<file path="src/sv/base64url_unpadded_decoder_assert.svh">
// ----------------------------------------------------------------------------
// Assertion macros for base64url_unpadded_decoder
// Implication checks, same cycle and next cycle, on i_clk and i_rst_n.
// ----------------------------------------------------------------------------
`ifndef BASE64URL_UNPADDED_DECODER_ASSERT_SVH
`define BASE64URL_UNPADDED_DECODER_ASSERT_SVH

// same-cycle implication
`define B64D_ASSERT_NOW(label, ante, cons, msg) \
    label: assert property (@(posedge i_clk) disable iff (!i_rst_n) \
        (ante) |-> (cons)) else $error(msg);

// next-cycle implication
`define B64D_ASSERT_NEXT(label, ante, cons, msg) \
    label: assert property (@(posedge i_clk) disable iff (!i_rst_n) \
        (ante) |=> (cons)) else $error(msg);

`endif

</file>
<file path="src/sv/b64d_pkg.sv">
// ----------------------------------------------------------------------------
// b64d_pkg
// Types and constants shared by the base64url decoder modules.
// ----------------------------------------------------------------------------
package b64d_pkg;

    // character codes bounding the alphabet ranges
    localparam logic [7:0] CH_UP_A  = 8'h41;
    localparam logic [7:0] CH_UP_Z  = 8'h5A;
    localparam logic [7:0] CH_LO_A  = 8'h61;
    localparam logic [7:0] CH_LO_Z  = 8'h7A;
    localparam logic [7:0] CH_DIG_0 = 8'h30;
    localparam logic [7:0] CH_DIG_9 = 8'h39;
    localparam logic [7:0] CH_DASH  = 8'h2D;
    localparam logic [7:0] CH_USCR  = 8'h5F;

    // sextet offsets
    localparam logic [7:0] OFS_LOWER = 8'd26;
    localparam logic [7:0] OFS_DIGIT = 8'd52;
    localparam logic [5:0] SX_DASH   = 6'd62;
    localparam logic [5:0] SX_USCR   = 6'd63;

    typedef enum logic [1:0] {
        ST_OK       = 2'd0,
        ST_BAD_CHAR = 2'd1,
        ST_NONCANON = 2'd2
    } t_status;

    // number of leftover bits held: 0, 2, 4 or 6
    typedef enum logic [1:0] {
        FILL_0 = 2'd0,
        FILL_2 = 2'd1,
        FILL_4 = 2'd2,
        FILL_6 = 2'd3
    } t_fill;

    typedef struct packed {
        logic [7:0] symbol;
        logic       final_symbol;
    } t_in_req;

    typedef struct packed {
        logic [7:0] data_byte;
        logic       byte_valid;
        t_status    status;
        logic       message_done;
    } t_out_req;

    // one decode step: whether a result leaves, and the result
    typedef struct packed {
        logic     emit;
        t_out_req res;
    } t_step;

endpackage

</file>
<file path="src/sv/b64d_sextet_map.sv">
// ----------------------------------------------------------------------------
// b64d_sextet_map
// Maps one url-safe base64 character to its six-bit value.
// ----------------------------------------------------------------------------
module b64d_sextet_map (
    input  logic [7:0] i_symbol,
    output logic       o_ok,
    output logic [5:0] o_sextet
);
    import b64d_pkg::*;

    logic [7:0] w_tmp;

    always_comb begin
        o_ok  = 1'b1;
        w_tmp = 8'd0;
        if (i_symbol inside {[CH_UP_A:CH_UP_Z]}) begin
            w_tmp = i_symbol - CH_UP_A;
        end else if (i_symbol inside {[CH_LO_A:CH_LO_Z]}) begin
            w_tmp = i_symbol - CH_LO_A + OFS_LOWER;
        end else if (i_symbol inside {[CH_DIG_0:CH_DIG_9]}) begin
            w_tmp = i_symbol - CH_DIG_0 + OFS_DIGIT;
        end else if (i_symbol == CH_DASH) begin
            w_tmp = {2'b00, SX_DASH};
        end else if (i_symbol == CH_USCR) begin
            w_tmp = {2'b00, SX_USCR};
        end else begin
            o_ok = 1'b0;
        end
        o_sextet = w_tmp[5:0];
    end

endmodule

</file>
<file path="src/sv/b64d_accum.sv">
// ----------------------------------------------------------------------------
// b64d_accum
// Bit accumulator and message state; computes one decode step per item.
// ----------------------------------------------------------------------------
module b64d_accum (
    input  logic             i_clk,
    input  logic             i_rst_n,
    input  b64d_pkg::t_in_req i_item,
    input  logic             i_advance,
    output b64d_pkg::t_step  o_step
);
    import b64d_pkg::*;

    logic [5:0] r_bits, n_bits;
    t_fill      r_fill, n_fill;
    logic       r_disc, n_disc;

    logic       w_ok;
    logic [5:0] w_sx;

    b64d_sextet_map u_map (
        .i_symbol (i_item.symbol),
        .o_ok     (w_ok),
        .o_sextet (w_sx)
    );

    always_comb begin
        o_step = '0;
        n_bits = r_bits;
        n_fill = r_fill;
        n_disc = r_disc;
        if (r_disc) begin
            // dropping the rest of a bad message
            if (i_item.final_symbol) begin
                n_disc = 1'b0;
            end
        end else if (!w_ok) begin
            o_step.emit             = 1'b1;
            o_step.res.status       = ST_BAD_CHAR;
            o_step.res.message_done = 1'b1;
            n_bits = '0;
            n_fill = FILL_0;
            n_disc = !i_item.final_symbol;
        end else begin
            case (r_fill)
                FILL_0: begin
                    n_bits = w_sx;
                    n_fill = FILL_6;
                    if (i_item.final_symbol) begin
                        o_step.emit             = 1'b1;
                        o_step.res.message_done = 1'b1;
                        o_step.res.status       = (w_sx != 6'd0) ? ST_NONCANON : ST_OK;
                    end
                end
                FILL_2: begin
                    o_step.emit           = 1'b1;
                    o_step.res.byte_valid = 1'b1;
                    o_step.res.data_byte  = {r_bits[1:0], w_sx};
                    n_bits = '0;
                    n_fill = FILL_0;
                end
                FILL_4: begin
                    o_step.emit           = 1'b1;
                    o_step.res.byte_valid = 1'b1;
                    o_step.res.data_byte  = {r_bits[3:0], w_sx[5:2]};
                    n_bits = {4'd0, w_sx[1:0]};
                    n_fill = FILL_2;
                end
                FILL_6: begin
                    o_step.emit           = 1'b1;
                    o_step.res.byte_valid = 1'b1;
                    o_step.res.data_byte  = {r_bits, w_sx[5:4]};
                    n_bits = {2'd0, w_sx[3:0]};
                    n_fill = FILL_4;
                end
                default: begin
                    n_fill = FILL_0;
                end
            endcase
            if (o_step.res.byte_valid) begin
                o_step.res.message_done = i_item.final_symbol;
            end
            if (i_item.final_symbol) begin
                n_bits = '0;
                n_fill = FILL_0;
            end
        end
    end

    always_ff @(posedge i_clk) begin
        if (!i_rst_n) begin
            r_bits <= '0;
            r_fill <= FILL_0;
            r_disc <= 1'b0;
        end else if (i_advance) begin
            r_bits <= n_bits;
            r_fill <= n_fill;
            r_disc <= n_disc;
        end
    end

endmodule

</file>
<file path="src/sv/base64url_unpadded_decoder.sv">
// ----------------------------------------------------------------------------
// base64url_unpadded_decoder
// Streaming decoder for unpadded url-safe base64, one character per request.
// ----------------------------------------------------------------------------
// Input channel (i_in_valid / o_in_ready / i_in): one character per request,
// with final_symbol set on the last character of a message.
// Output channel (o_out_valid / i_out_ready / o_out): at most one result per
// character: a decoded byte, or a status-only result that ends the message
// (bad character, non-canonical leftover, or a plain end with no byte).
// Characters that form no byte and do not end the message give no result;
// after a bad character the rest of the message is dropped silently.
// Path: a taken character is held in the input register, decoded from there,
// and then lands in the output register.
// Throughput: one character per cycle unless stalled. The accumulator state
// updates in the same cycle that the character leaves the input register.
// Stall: when the output register is full and not taken, a character that
// would produce a result waits in the input register; o_in_ready then drops
// until the output drains. Characters giving no result still pass.
// Reset (i_rst_n low, synchronous): both registers empty, accumulator and
// discard state cleared.
// ----------------------------------------------------------------------------
module base64url_unpadded_decoder (
    input  logic              i_clk,
    input  logic              i_rst_n,
    input  logic              i_in_valid,
    output logic              o_in_ready,
    input  b64d_pkg::t_in_req i_in,
    output logic              o_out_valid,
    input  logic              i_out_ready,
    output b64d_pkg::t_out_req o_out
);
    import b64d_pkg::*;

    `include "base64url_unpadded_decoder_assert.svh"

    // input register
    logic     r_in_valid;
    t_in_req  r_in;
    // output register
    logic     r_out_valid;
    t_out_req r_out;

    t_step    w_step;
    logic     w_advance;

    b64d_accum u_accum (
        .i_clk     (i_clk),
        .i_rst_n   (i_rst_n),
        .i_item    (r_in),
        .i_advance (w_advance),
        .o_step    (w_step)
    );

    // the held character moves on unless it needs the output slot and the
    // slot is occupied and not being drained
    assign w_advance  = r_in_valid && (!w_step.emit || !r_out_valid || i_out_ready);
    assign o_in_ready = !r_in_valid || w_advance;

    always_ff @(posedge i_clk) begin
        if (!i_rst_n) begin
            r_in_valid <= 1'b0;
        end else if (o_in_ready) begin
            r_in_valid <= i_in_valid;
        end
    end

    always_ff @(posedge i_clk) begin
        if (o_in_ready && i_in_valid) begin
            r_in <= i_in;
        end
    end

    always_ff @(posedge i_clk) begin
        if (!i_rst_n) begin
            r_out_valid <= 1'b0;
        end else if (w_advance && w_step.emit) begin
            r_out_valid <= 1'b1;
        end else if (i_out_ready) begin
            r_out_valid <= 1'b0;
        end
    end

    always_ff @(posedge i_clk) begin
        if (w_advance && w_step.emit) begin
            r_out <= w_step.res;
        end
    end

    assign o_out_valid = r_out_valid;
    assign o_out       = r_out;

    // a decoded byte never carries an error
    `B64D_ASSERT_NOW(a_byte_ok, o_out_valid && o_out.byte_valid, o_out.status == ST_OK, "byte with error status")
    // any error status ends the message
    `B64D_ASSERT_NOW(a_err_done, o_out_valid && (o_out.status != ST_OK), o_out.message_done, "error without message end")
    // a blocked character stays in the input register
    `B64D_ASSERT_NEXT(a_in_hold, r_in_valid && !w_advance, r_in_valid && $stable(r_in), "blocked input lost")

endmodule
</file>
<file path="config.mk">
export PLATFORM = sky130hd
export DESIGN_NAME = base64url_unpadded_decoder
export DESIGN_NICKNAME = d
export VERILOG_FILES = /design/src/sv/b64d_pkg.sv /design/src/sv/b64d_sextet_map.sv /design/src/sv/b64d_accum.sv /design/src/sv/base64url_unpadded_decoder.sv
export VERILOG_INCLUDE_DIRS = /design/src /design/src/sv
export SDC_FILE = /design/constraint.sdc
export NUM_CORES = 1
export LEC_CHECK = 0
export BUFFER_PORTS_ARGS = -buffer_cell sky130_fd_sc_hd__buf_2
export CORE_AREA = 10 10 66 123
export CTS_BUF_LIST = sky130_fd_sc_hd__clkbuf_8 sky130_fd_sc_hd__clkbuf_16
export DETAILED_ROUTE_END_ITERATION = 8
export DIE_AREA = 0 0 76 133
export GPL_TIMING_DRIVEN = 0
export SETUP_SLACK_MARGIN = 0.2
export SLEW_MARGIN = 10
export SYNTH_ARGS = -nofsm -noshare
export SYNTH_HDL_FRONTEND = slang
export SYNTH_SLANG_ARGS = --single-unit
</file>
<file path="constraint.sdc">
create_clock -name i_clk -period 3.22 [get_ports i_clk]
set_clock_uncertainty 0.1 [all_clocks]
set_input_delay 0.644 -clock i_clk [delete_from_list [all_inputs] [get_ports i_clk]]
set_output_delay 0.644 -clock i_clk [all_outputs]
set_load 0.005 [all_outputs]
</file>
=== Yosys cells after proc, flatten, opt, wreduce, memory -nomap -nowiden ===
Cells that the tools add are included.

* Word-level logic and storage cells: 86
* Flip-flop bits (word level): 32
* Bits of input ports: 13

* $lt $le $gt $ge: 6
* Muxes and demuxes: 34
* Add/subtract/negate cells: 5
* Equality and inequality tests: 5
* Bitwise gates (word level): 4
* Reduce and logical (&&, ||, !) cells: 20

{| class="wikitable"
|+ Operators by type and width
! cell !! count
|-
| two-way mux 6 bit || 7
|-
| two-way mux 9 bit || 3
|-
| case mux 9 bit (3 select lines) || 1
|-
| case mux 6 bit (4 select lines) || 1
|-
| >= comparator 8 x 7 -> 1 bit, second input constant || 2
|-
| <= comparator 8 x 7 -> 1 bit, second input constant || 2
|-
| two-way mux 1 bit || 13
|-
| two-way mux 13 bit || 1
|-
| subtractor 6 bit, second input constant || 2
|-
| two-way mux 3 bit || 3
|-
| equality test 8 x 6 -> 1 bit, second input constant || 1
|-
| equality test 8 x 7 -> 1 bit, second input constant || 1
|-
| >= comparator 8 x 6 -> 1 bit, second input constant || 1
|-
| <= comparator 8 x 6 -> 1 bit, second input constant || 1
|-
| case mux 2 bit (4 select lines) || 1
|-
| adder 6 x 5 -> 6 bit, second input constant || 1
|-
| adder 6 bit, second input constant || 1
|-
| logical AND 1 bit || 6
|-
| two-way mux 2 bit || 3
|-
| nonzero test 6 bit || 1
|-
| subtractor 6 x 1 -> 6 bit, second input constant || 1
|-
| equality test 2 bit, second input constant || 2
|-
| logical NOT 1 bit || 4
|-
| inverter 1 bit || 4
|-
| other kinds (9) || 11
|}

=== Longest topological paths before layout ===
Gate-level depths: netlist (run 1).

* Depth in word-level cells: 19
* Depth in mapped cells: 11
* Gate-level depth less buffers: 9

=== By module ===
Synthesis (run 1) repeated with hierarchy kept, for this count alone.

* Cell total of the unflattened synthesis: 194
* Area total of the unflattened synthesis: 2009.4 µm²

{| class="wikitable"
|+ By module, submodules not included
! module !! times used !! cells an instance !! area each (µm²)
|-
| base64url_unpadded_decoder || 1 || 33 || 748.2
|-
| b64d_accum || 1 || 82 || 650.6
|-
| b64d_sextet_map || 1 || 79 || 610.6
|}

=== Worst setup path before layout (run 1) ===
No wires, ideal clock.

* Kind: reg-to-output
* From: register r_in[3] in the netlist's numbering
* To: output o_in_ready
* Path buffers: 2
* Arrival time: 2248 ps
* Slack: 228 ps
* Stages on the path, launching flop included: 11
* Path through: edfxtp_1 -> buf_6 -> inv_1 -> ha_1 -> a21oi_1 -> o211a_1 -> or2_1 -> buf_6 -> nor3_4 -> nor2_2 -> a211o_1

* Cells in the longest elaborated chain, start to end: 13
* Elaborated cells on any way between the ends: 23

{| class="wikitable"
|+ Ends and longest elaborated chain
! item !! RTL line !! text
|-
| start, declared || base64url_unpadded_decoder.sv:38 || <nowiki>t_in_req r_in;</nowiki>
|-
| start signal, assigned || base64url_unpadded_decoder.sv:69 || <nowiki>r_in <= i_in;</nowiki>
|-
| parallel branches: the longest is 5 deep, another holds >= comparator 8 x 6 -> 1 bit || - ||
|-
| two-way mux 1 bit * || b64d_sextet_map.sv:17 || <nowiki>if (i_symbol inside {[CH_UP_A:CH_UP_Z]}) begin</nowiki>
|-
| two-way mux 1 bit * || b64d_accum.sv:37 || <nowiki>end else if (!w_ok) begin</nowiki>
|-
| two-way mux 13 bit * || b64d_accum.sv:32 || <nowiki>if (r_disc) begin</nowiki>
|-
| logical NOT 1 bit * || base64url_unpadded_decoder.sv:56 || <nowiki>assign w_advance = r_in_valid && (!w_step.emit || !r_out_valid || i_out_ready);</nowiki>
|-
| logical OR 1 bit * (2 in series) || base64url_unpadded_decoder.sv:56 ||
|-
| logical AND 1 bit * || base64url_unpadded_decoder.sv:56 ||
|-
| logical OR 1 bit * || base64url_unpadded_decoder.sv:57 || <nowiki>assign o_in_ready = !r_in_valid || w_advance;</nowiki>
|-
| end, declared || base64url_unpadded_decoder.sv:26 || <nowiki>output logic o_in_ready,</nowiki>
|}

Mark *: on every way between the ends.

=== Worst setup path in the final report (run 1) ===
* From: register r_in[1] in the netlist's numbering
* To: output o_in_ready

Same word-level chain as after synthesis.

==> results.cfg, run 1 <==
[global_routing]
track_usage = 0.0976
overflow = 0
wire_length_of_the_first_global_routing_pass_um = 8480
pin_count_of_the_biggest_net_entering_global_routing = 13
antenna_violations_before_repair = 0
first_global_vias = 1868

[worst_setup_path]
rr_endpoint = o_out[5]$_SDFFCE_PP0P_
startpoint_type = flop
crit_path_cell_trace = buf_6 -> inv_4 -> ha_4 -> or2b_4 -> a21oi_4 -> nor3b_4 -> nor3_4 -> nor2_4 -> a211o_1 -> buf_2
critical_path_end_type = primary output
crit_type = flop to primary output
worst-endpoint-arrival_ns = 2.40
crit-reg2reg-launch = r_in[1]$_DFFE_PP_
critical_path.n_buffers_inverters = 3
timing.critical_path.required_ns = 2.48
crit_path_max_fanout = 4
timing.critical_path.max_delay_family = simple AND/OR/NAND/NOR gates
critical_path.slowest_cell = sky130_fd_sc_hd__edfxtp_1
max_stage_delay_ns = 0.42
timing.reg2reg.worst_path_depth = 11
rrSetupSlack_ns = 0.36

[timing]
slew_headroom = 0.609
max_slew.worst_pin.slew_ns = 0.583
max_clock_freq_mhz = 318
finalSetupViolations = 0
final.setup.worst_slack_ns = 0.0762
final.hold.worst_slack_ns = 0.364
rsz0062_at_grt = true
final-hold-violation-count = 0
final-max-slew-violation-count = 0
layout_worst_path_cycle_share = 0.976
minimum_period_implied_by_the_final_worst_setup_slack_ns = 3.14
timing.setup.tns_ns = 0

[hold_path]
min_from = u_accum.r_bits[4]$_SDFFE_PN0P_
min_to = u_accum.r_bits[4]$_SDFFE_PN0P_
hold_path_class = flop to flop
worstHoldPathCells = 2

[yosys]
seq_area_frac_synth = 0.406
synth_largest_area_cell = sky130_fd_sc_hd__edfxtp_1
mappedNetlistArea_sq_mm = 0.00210
synth_common_cells = 21 x sky130_fd_sc_hd__edfxtp_1, 16 x sky130_fd_sc_hd__nor2_1, 15 x sky130_fd_sc_hd__a21oi_1
ys_top_cells_by_area = sky130_fd_sc_hd__edfxtp_1 30%, sky130_fd_sc_hd__dfxtp_1 11%, sky130_fd_sc_hd__ha_1 8.4%, sky130_fd_sc_hd__a21oi_1 3.6%, sky130_fd_sc_hd__a222oi_1 3.3%
yosysTopAreaCellShare = 0.301
postSynth.topFlopCell = sky130_fd_sc_hd__edfxtp_1
synth_seq_cells = 32
synth.avg_cell_area_sq_um = 10.1
ys.warnings.count = 0
postSynthNetCount = 234
synthMostInstantiatedCell = sky130_fd_sc_hd__edfxtp_1
synth.lib_cells_used.distinct = 63
number_of_flops_mapped_to_enable_cells_by_yosys = 21
postSynth.asyncResetShare = 0
synthesis.instances = 207

[die]
die_extent_in_y_um = 133
die_area_sq_mm = 0.0101
initial_standard_cell_utilization_of_the_core = 0.338
pin_count = 27
num_rows = 41
placeableCoreArea_sq_mm = 0.00621
die_width_um = 76

[clock_network]
clock_insertion_delay_worst_skew_ns = 0.27
cts_num_sinks = 32
clock_buffer_count_from_cts = 5
tritoncts_clock_tree = done
cts_root_buffer = sky130_fd_sc_hd__clkbuf_16
clk_transition_reported_paths_ns = 0.06
cts.path.max_buffers = 2
htreeDepth = 2

[detailed_routing]
drtPass1Iterations = 5
ant_nets = 0
vias = 1838
number_of_drc_violations_after_detailed_routing = 0
drt_first_iter_violations = 134
vias_per_cell = 5.30
routed_wire_length_per_instance_um = 14.2
detail_route.wirelength_um = 4910

[cells_and_area]
inserted_diodes = 0
area_delta_synth_final_pct = 29.2
register_cell_area_after_layout_sq_um = 851
multi_input_comb_area_sq_mm = 0.00119
final_util = 0.436
fillCellCount = 598
layout-drive-gt1-share = 0.345
final_nets = 287

[placed_design]
port_buffers = 26
finalWeightedCongestion = 0.890
dp_slack_ns = -0.182
hpwl_um = 3530

[power]
p_total_mw = 1.09
power.static_leakage_nw = 1.01
worst_ir_drop_vdd_uv = 306
power_per_standard_cell_area_mw_per_mm2 = 404

[run_status]
run_status = complete, no violations

[flow_run]
drv_cap = 0
==> worst max-delay path by stage <==
stage,start,endpoint,depth (start not counted)
2_1_floorplan,r_in[3]$_DFFE_PP_,o_in_ready,10
3_3_place_gp,r_in[2]$_DFFE_PP_,o_in_ready,10
3_5_place_dp,r_in[3]$_DFFE_PP_,o_in_ready,11
4_1_cts,r_in[3]$_DFFE_PP_,o_in_ready,9
5_1_grt,r_in[3]$_DFFE_PP_,o_in_ready,11
6_report,r_in[1]$_DFFE_PP_,o_in_ready,10
==> layout by cell type (no fill, tap or decap), types with 3 or more instances in the layout <==
cell type,n
sky130_fd_sc_hd__a21oi_1,15
sky130_fd_sc_hd__a222oi_1,7
sky130_fd_sc_hd__a22oi_1,3
sky130_fd_sc_hd__buf_1,3
sky130_fd_sc_hd__buf_2,26
sky130_fd_sc_hd__buf_4,19
sky130_fd_sc_hd__buf_6,6
sky130_fd_sc_hd__clkbuf_16,5
sky130_fd_sc_hd__dfxtp_1,11
sky130_fd_sc_hd__edfxtp_1,21
sky130_fd_sc_hd__ha_1,10
sky130_fd_sc_hd__ha_4,3
sky130_fd_sc_hd__inv_1,7
sky130_fd_sc_hd__nand2_1,13
sky130_fd_sc_hd__nand2b_1,3
sky130_fd_sc_hd__nand3_1,7
sky130_fd_sc_hd__nand4_1,6
sky130_fd_sc_hd__nor2_1,15
sky130_fd_sc_hd__nor2b_1,3
sky130_fd_sc_hd__nor3_1,6
sky130_fd_sc_hd__o211ai_1,3
sky130_fd_sc_hd__o21ai_0,3
sky130_fd_sc_hd__or3_1,4
==> worst register-to-register path: cells and delay by family (launching register included) <==
kind / cells / cell delay [ns]
AO/OA/AOI/OAI: 2 / 0.45
flip-flops: 1 / 0.42
buffers and inverters: 3 / 0.37
adder cells (fa/ha/maj): 1 / 0.14
AND/OR/NAND/NOR: 5 / 1.04
==> kinds of logic after synthesis <==
family | share of synthesized area
and+or+nand+nor | 0.227
AOI/OAI and AO/OA | 0.200
adders and majority gates | 0.0836
muxes | 0.0155
DFF | 0.406
buffers and inverters | 0.0555
xor gates and xnor gates | 0.0125
==> routing by layer <==
metal | vias to the layer above | share of wire | GRT usage | routed length, um
li1 | 899 | - | - | -
met1 | 865 | 0.45 | 0.121 | 2220
met2 | 62 | 0.47 | 0.153 | 2290
met3 | 12 | 0.053 | 0.0258 | 262
met4 | 0 | 0.027 | 0.0434 | 135
met5 | - | 0 | 0 | 0
==> repair_timing <==
item	in CTS	in global routing
hold endpoints to repair	0	0
setup buffers	18	2
setup endpoints to repair	24	15
pin swaps	7	4
resized for setup	15	5
hold buffers	0	0
==> flip-flops by register name, indices dropped and copies added, names as in the netlist <==
register / flops
r_in: 9
o_out_valid: 1
u_accum.r_disc: 1
r_in_valid: 1
u_accum.r_fill: 2
o_out: 12
u_accum.r_bits: 6
==> layout make-up <==
type | instances | area share
multi-input cells | 154 | 0.441
plain buffers | 9 | 0.0263
clock buffers | 5 | 0.0462
well taps | 86 | 0.0397
flip-flops and latches | 32 | 0.314
clock inverters | 3 | 0.00693
inverters | 12 | 0.0203
repair buffers | 46 | 0.105
==> power breakdown <==
| part | internal (mW) | switching [mW] |
|---|---|---|
| clock network | 0.284 | 0.165 |
| registers | 0.458 | 0.0110 |
| logic | 0.0791 | 0.0971 |
| total | 0.821 | 0.273 |
==> metrics by stage <==
stage / cells / area [sq um]
detailed placement: 319 / 2330
global route: 347 / 2710
finish: 347 / 2710
CTS: 345 / 2680
floorplan: 207 / 2100
global placement: 319 / 2330
(Power assumes the default switching activity.)
==> inputs of run 2 (changes only) <==
==> constraint.sdc (replaced) <==
create_clock -name i_clk -period 3.22 [get_ports i_clk]
set_clock_uncertainty 0.1 [all_clocks]
set_input_delay 0.966 -clock i_clk [delete_from_list [all_inputs] [get_ports i_clk]]
set_output_delay 0.966 -clock i_clk [all_outputs]
set_load 0.005 [all_outputs]
==> run 2 against run 1 <==
The flow now finishes with violations (negative setup slack). Critical path depth increased by 1. Register-to-register slack got worse by 0.11 ns. Largest cell class unchanged. Highest routed layer unchanged. Sequential power about the same.
==> results.cfg, run 2 (synthesis gave the netlist of run 1 again) <==
[timing]
final-max-slew-violation-count = 0
final.setup.worst_slack_ns = -0.229
minimum_period_implied_by_the_final_worst_setup_slack_ns = 3.45
finalSetupViolations = 1
final-hold-violation-count = 0
max_slew.worst_pin.slew_ns = 0.595
slew_headroom = 0.602
layout_worst_path_cycle_share = 1.07
max_clock_freq_mhz = 290
final.hold.worst_slack_ns = 0.355
rsz0062_at_grt = true

[clock_network]
cts_hold_repair.buffers = 0
clk_transition_reported_paths_ns = 0.05
tritoncts_clock_tree = done
cts_num_sinks = 32
clock_buffer_count_from_cts = 5
cts_root_buffer = sky130_fd_sc_hd__clkbuf_16
htreeDepth = 2
cts.path.max_buffers = 2
clock_insertion_delay_worst_skew_ns = 0.27

[power]
worst_ir_drop_vdd_uv = 275
internal-power_mw = 0.826
seq_power_share = 0.425
power_switching_mw = 0.279
netSwitchingFraction = 0.253
power_per_standard_cell_area_mw_per_mm2 = 395
combinationalPowerShare = 0.168
power.static_leakage_nw = 1.05
clkPwrFrac = 0.407

[worst_setup_path]
worstSetupEndpoint = o_in_ready
crit_path_max_fanout = 5
timing.critical_path.max_delay_family = compound AO/OA/AOI/OAI gates
worst-endpoint-arrival_ns = 2.38
startpoint_type = flop
critical_path.slowest_cell = sky130_fd_sc_hd__edfxtp_1
rr_endpoint = o_out[2]$_SDFFCE_PP0P_
crit_path_cell_trace = buf_6 -> inv_6 -> ha_4 -> a21oi_1 -> o211a_1 -> or2_1 -> buf_6 -> nor3_4 -> nor2_4 -> a211o_1 -> buf_2
rrSetupSlack_ns = 0.25
crit-reg2reg-launch = r_in[4]$_DFFE_PP_
crit_top_cell = sky130_fd_sc_hd__buf_6
crit_type = flop to primary output
timing.reg2reg.worst_path_depth = 11
critical_path_end_type = primary output
critical_path.n_buffers_inverters = 4
cp_num_cells = 11
timing.critical_path.required_ns = 2.15
max_stage_delay_ns = 0.46
timing.critical_path.from = r_in[3]$_DFFE_PP_

[cells_and_area]
final-instance-count-excl-fill = 354
fillCellCount = 569
area_delta_synth_final_pct = 33.5
layout-drive-gt1-share = 0.373
inserted_diodes = 0
register_cell_area_after_layout_sq_um = 851
final_common_cell = sky130_fd_sc_hd__buf_2
final_nets = 294
multi_input_comb_area_sq_mm = 0.00124
mostFrequentLayoutCells = 26 x sky130_fd_sc_hd__buf_2, 25 x sky130_fd_sc_hd__buf_4, 21 x sky130_fd_sc_hd__edfxtp_1
design_area_sq_mm = 0.00280
largest_reg_flops = 12

[detailed_routing]
detail_route.wirelength_um = 5130
detailroute.wirelength.met3_um = 300
number_of_drc_violations_after_detailed_routing = 0
ant_nets = 0
met1_length_um = 2150
drtPass1Iterations = 6
drt_first_iter_violations = 238
routed_wire_length_per_instance_um = 14.5
top_layer = met4
dr_wl_met2_um = 2500
vias = 1864
vias_per_cell = 5.27

[run_status]
failed_checks = negative setup slack
run_status = complete, but fails checks

[die]
die_width_um = 76
num_rows = 41
die_extent_in_y_um = 133
die_area_sq_mm = 0.0101
initial_standard_cell_utilization_of_the_core = 0.338
pin_count = 27
placeableCoreArea_sq_mm = 0.00621

[placed_design]
dpl_cell_area_sq_mm = 0.00237
dpl.cell_count = 319
port_buffers = 26
hpwl_um = 3530
finalWeightedCongestion = 0.866

[flow_run]
drv_cap = 0

[global_routing]
wire_length_of_the_first_global_routing_pass_um = 8620
pin_count_of_the_biggest_net_entering_global_routing = 13
first_global_vias = 1808
antenna_violations_before_repair = 0
track_usage = 0.100
overflow = 0

[hold_path]
hold_path_class = flop to flop
min_from = u_accum.r_bits[4]$_SDFFE_PN0P_
[run 2: changes by cell type in the layout (fill, tap and decap cells not counted), moves of 2 or more]
cell / delta
sky130_fd_sc_hd__nor3_1: -2
sky130_fd_sc_hd__buf_4: +6
sky130_fd_sc_hd__a21oi_1: -2
sky130_fd_sc_hd__a21oi_2: +2
sky130_fd_sc_hd__nor3_2: +2
[run 2: what timing repair did]
action / 4_1_cts / 5_1_grt
setup buffers: 19 / 7
cloned: 0 / 1
endpoints found under the setup margin: 22 / 31
pin swaps: 10 / 10
gates resized for setup: 7 / 9
[run 2: how the worst min path moves through the flow]
| stage | end | slack (ns) | cells past startpoint |
|---|---|---|---|
| 2_1_floorplan | u_accum.r_bits[4]$_SDFFE_PN0P_ | 0.33 | 2 |
| 5_1_grt | u_accum.r_bits[5]$_SDFFE_PN0P_ | 0.40 | 2 |
| 6_report | u_accum.r_bits[4]$_SDFFE_PN0P_ | 0.35 | 2 |
| 4_1_cts | u_accum.r_bits[4]$_SDFFE_PN0P_ | 0.36 | 2 |
| 3_3_place_gp | u_accum.r_bits[5]$_SDFFE_PN0P_ | 0.35 | 2 |
| 3_5_place_dp | u_accum.r_bits[4]$_SDFFE_PN0P_ | 0.35 | 2 |
[run 2: per-stage QoR]
stage | utilization | worst slack, ns | power, mW | TNS (ns)
floorplan | - | 0.0714 | 0.583 | 0
global route | 0.451 | -0.337 | 1.16 | -0.337
CTS | 0.434 | -0.353 | 1.10 | -0.353
finish | 0.451 | -0.229 | 1.11 | -0.229
detailed placement | 0.382 | -0.337 | 0.627 | -0.688
global placement | 0.382 | -0.340 | 0.626 | -0.519
[run 2: tightest hold or removal path, stage by stage, from the launching register on]
cell and delay [ns]:
sky130_fd_sc_hd__dfxtp_1 0.31, sky130_fd_sc_hd__nand2_1 0.05, sky130_fd_sc_hd__a21oi_1 0.05
[run 2: per-layer routing]
layer | vias to the layer above | global-route usage
met5 | - | 0
met4 | 0 | 0.0434
met3 | 16 | 0.0224
met2 | 80 | 0.164
met1 | 860 | 0.122
li1 | 908 | -
[run 2: layout make-up]
| cell class | instances | area share |
|---|---|---|
| timing repair buffer | 52 | 0.118 |
| clock inverter | 3 | 0.00671 |
| buffer | 9 | 0.0255 |
| clock buffer | 5 | 0.0447 |
| multi-input combinational | 155 | 0.443 |
| inverter | 12 | 0.0201 |
| sequential | 32 | 0.304 |
| tap | 86 | 0.0385 |
[run 2: power groups by stage]
stage	Sequential (mW)	Combinational, mW	Clock [mW]
2_1_floorplan	0.478	0.105	0
3_3_place_gp	0.480	0.146	0
3_5_place_dp	0.480	0.147	0
4_1_cts	0.470	0.170	0.461
5_1_grt	0.472	0.202	0.483
6_report	0.470	0.186	0.450
==> inputs of run 3 (changes only) <==
- PLACE_DENSITY: unset -> 0.58
- REMOVE_ABC_BUFFERS: unset -> 1
==> run 3 against run 2 <==
The run still ends with negative setup slack left. Cell area down 2.9%. Global-route usage up 0.73 points. Count of clock-buffer cells in the layout unchanged. Maximum frequency down 2.5%. Core utilization down 1.3 points. Total power up 0.45%. Critical path depth down 3. Critical path type unchanged. Critical endpoint unchanged.
==> results.cfg, run 3 (synthesis gave the netlist of run 1 again) <==
[die]
num_rows = 41
die_width_um = 76
die_extent_in_y_um = 133
pin_count = 27
die_area_sq_mm = 0.0101
initial_standard_cell_utilization_of_the_core = 0.338
placeableCoreArea_sq_mm = 0.00621

[power]
power_per_standard_cell_area_mw_per_mm2 = 409
worst_ir_drop_vdd_uv = 350
power.static_leakage_nw = 1.01

[timing]
max_slew.worst_pin.slew_ns = 0.609
slew_headroom = 0.592
final.hold.worst_slack_ns = 0.368
minimum_period_implied_by_the_final_worst_setup_slack_ns = 3.54
final.setup.worst_slack_ns = -0.317
final-max-slew-violation-count = 0
final-hold-violation-count = 0
timing.setup.tns_ns = -0.317
finalSetupViolations = 1
layout_worst_path_cycle_share = 1.10
rsz0062_at_grt = true
max_clock_freq_mhz = 283

[cells_and_area]
inserted_diodes = 0
area_delta_synth_final_pct = 29.6
largest_reg_flops = 12
final_nets = 284
layout-drive-gt1-share = 0.380
register_cell_area_after_layout_sq_um = 851
final_common_cell = sky130_fd_sc_hd__buf_2
mostFrequentLayoutCells = 26 x sky130_fd_sc_hd__buf_2, 24 x sky130_fd_sc_hd__buf_4, 21 x sky130_fd_sc_hd__edfxtp_1
fillCellCount = 593
multi_input_comb_area_sq_mm = 0.00123

[clock_network]
htreeDepth = 2
cts_root_buffer = sky130_fd_sc_hd__clkbuf_16
clk_transition_reported_paths_ns = 0.05
cts.path.max_buffers = 2
clock_insertion_delay_worst_skew_ns = 0.29
cts_num_sinks = 32
tritoncts_clock_tree = done
cts_hold_repair.buffers = 0
clock_buffer_count_from_cts = 5

[detailed_routing]
drtPass1Iterations = 5
routed_wire_length_per_instance_um = 15.3
detail_route.wirelength_um = 5260
number_of_drc_violations_after_detailed_routing = 0
vias_per_cell = 5.32
vias = 1830
drt_first_iter_violations = 271
ant_nets = 0

[global_routing]
grt.met1_usage = 0.123
grt-busiest-layer = met2
use_met3 = 0.0387
wire_length_of_the_first_global_routing_pass_um = 9060
use_met2 = 0.167
pin_count_of_the_biggest_net_entering_global_routing = 13
overflow = 0
first_global_vias = 1903
track_usage = 0.107
antenna_violations_before_repair = 0

[hold_path]
hold_path_class = flop to flop

[flow_run]
drv_cap = 0

[worst_setup_path]
crit_type = flop to primary output
max_stage_delay_ns = 0.51
worst-endpoint-arrival_ns = 2.47
startpoint_type = flop
timing.critical_path.max_delay_family = simple AND/OR/NAND/NOR gates
critical_path.n_buffers_inverters = 1
timing.critical_path.required_ns = 2.15
crit_path_cell_trace = ha_4 -> mux2_4 -> o211a_1 -> or2_4 -> nor3_4 -> nor2_4 -> a211o_1 -> buf_2
critical_path.slowest_cell = sky130_fd_sc_hd__edfxtp_1
crit_path_max_fanout = 4
critical_path_end_type = primary output

[placed_design]
finalWeightedCongestion = 0.869
port_buffers = 26
hpwl_um = 3500

[run_status]
run_status = complete, but fails checks
failed_checks = negative setup slack
[run 3: layout make-up]
type | count | share of cell area
Clock inverter | 3 | 0.00691
Inverter | 12 | 0.0180
Multi-Input combinational cell | 154 | 0.454
Clock buffer | 5 | 0.0461
Sequential cell | 32 | 0.313
Timing Repair Buffer | 52 | 0.123
Tap cell | 86 | 0.0396
[run 3: per-stage QoR]
step | area, sq um | worst slack [ns] | power [mW] | instances | util
after floorplan | 2020 | -0.118 | 0.571 | 198 | -
after global routing | 2720 | -0.406 | 1.16 | 344 | 0.438
after global placement | 2260 | -0.571 | 0.612 | 310 | 0.364
after detailed placement | 2260 | -0.572 | 0.614 | 310 | 0.364
after CTS | 2630 | -0.266 | 1.10 | 338 | 0.424
final | 2720 | -0.317 | 1.11 | 344 | 0.438
[run 3: repair_timing]
action / 4_1_cts / 5_1_grt
setup buffers: 20 / 6
gates cloned: 0 / 0
endpoints found under the setup margin: 27 / 15
gates resized for setup: 19 / 9
pin swaps: 10 / 12
[run 3: where the power goes]
group	internal (mW)	switching (mW)	leakage, nW
clock	0.284	0.177	0.0736
combinational	0.0803	0.0961	0.652
sequential	0.458	0.0154	0.287
[run 3: final timing paths]
check	start	endpoint	slack [ns]	depth (start not counted)
worst max-delay path	r_in[3]$_DFFE_PP_	o_in_ready	-0.32	8
worst min-delay path	u_accum.r_bits[5]$_SDFFE_PN0P_	u_accum.r_bits[5]$_SDFFE_PN0P_	0.37	2
worst max register to register	r_in[3]$_DFFE_PP_	o_out[2]$_SDFFCE_PP0P_	0.26	11
worst min register to register	u_accum.r_bits[5]$_SDFFE_PN0P_	u_accum.r_bits[5]$_SDFFE_PN0P_	0.37	2
[run 3: per-layer routing]
layer / wire length (um) / vias to the layer above
met5: 0 / -
met4: 133 / 0
met3: 413 / 11
met2: 2530 / 66
met1: 2180 / 866
li1: - / 887
[run 3: tightest hold or removal path, stage by stage, from the launching register on]
cell and delay, ns:
sky130_fd_sc_hd__dfxtp_1 0.31, sky130_fd_sc_hd__nand2_1 0.05, sky130_fd_sc_hd__a21oi_1 0.05
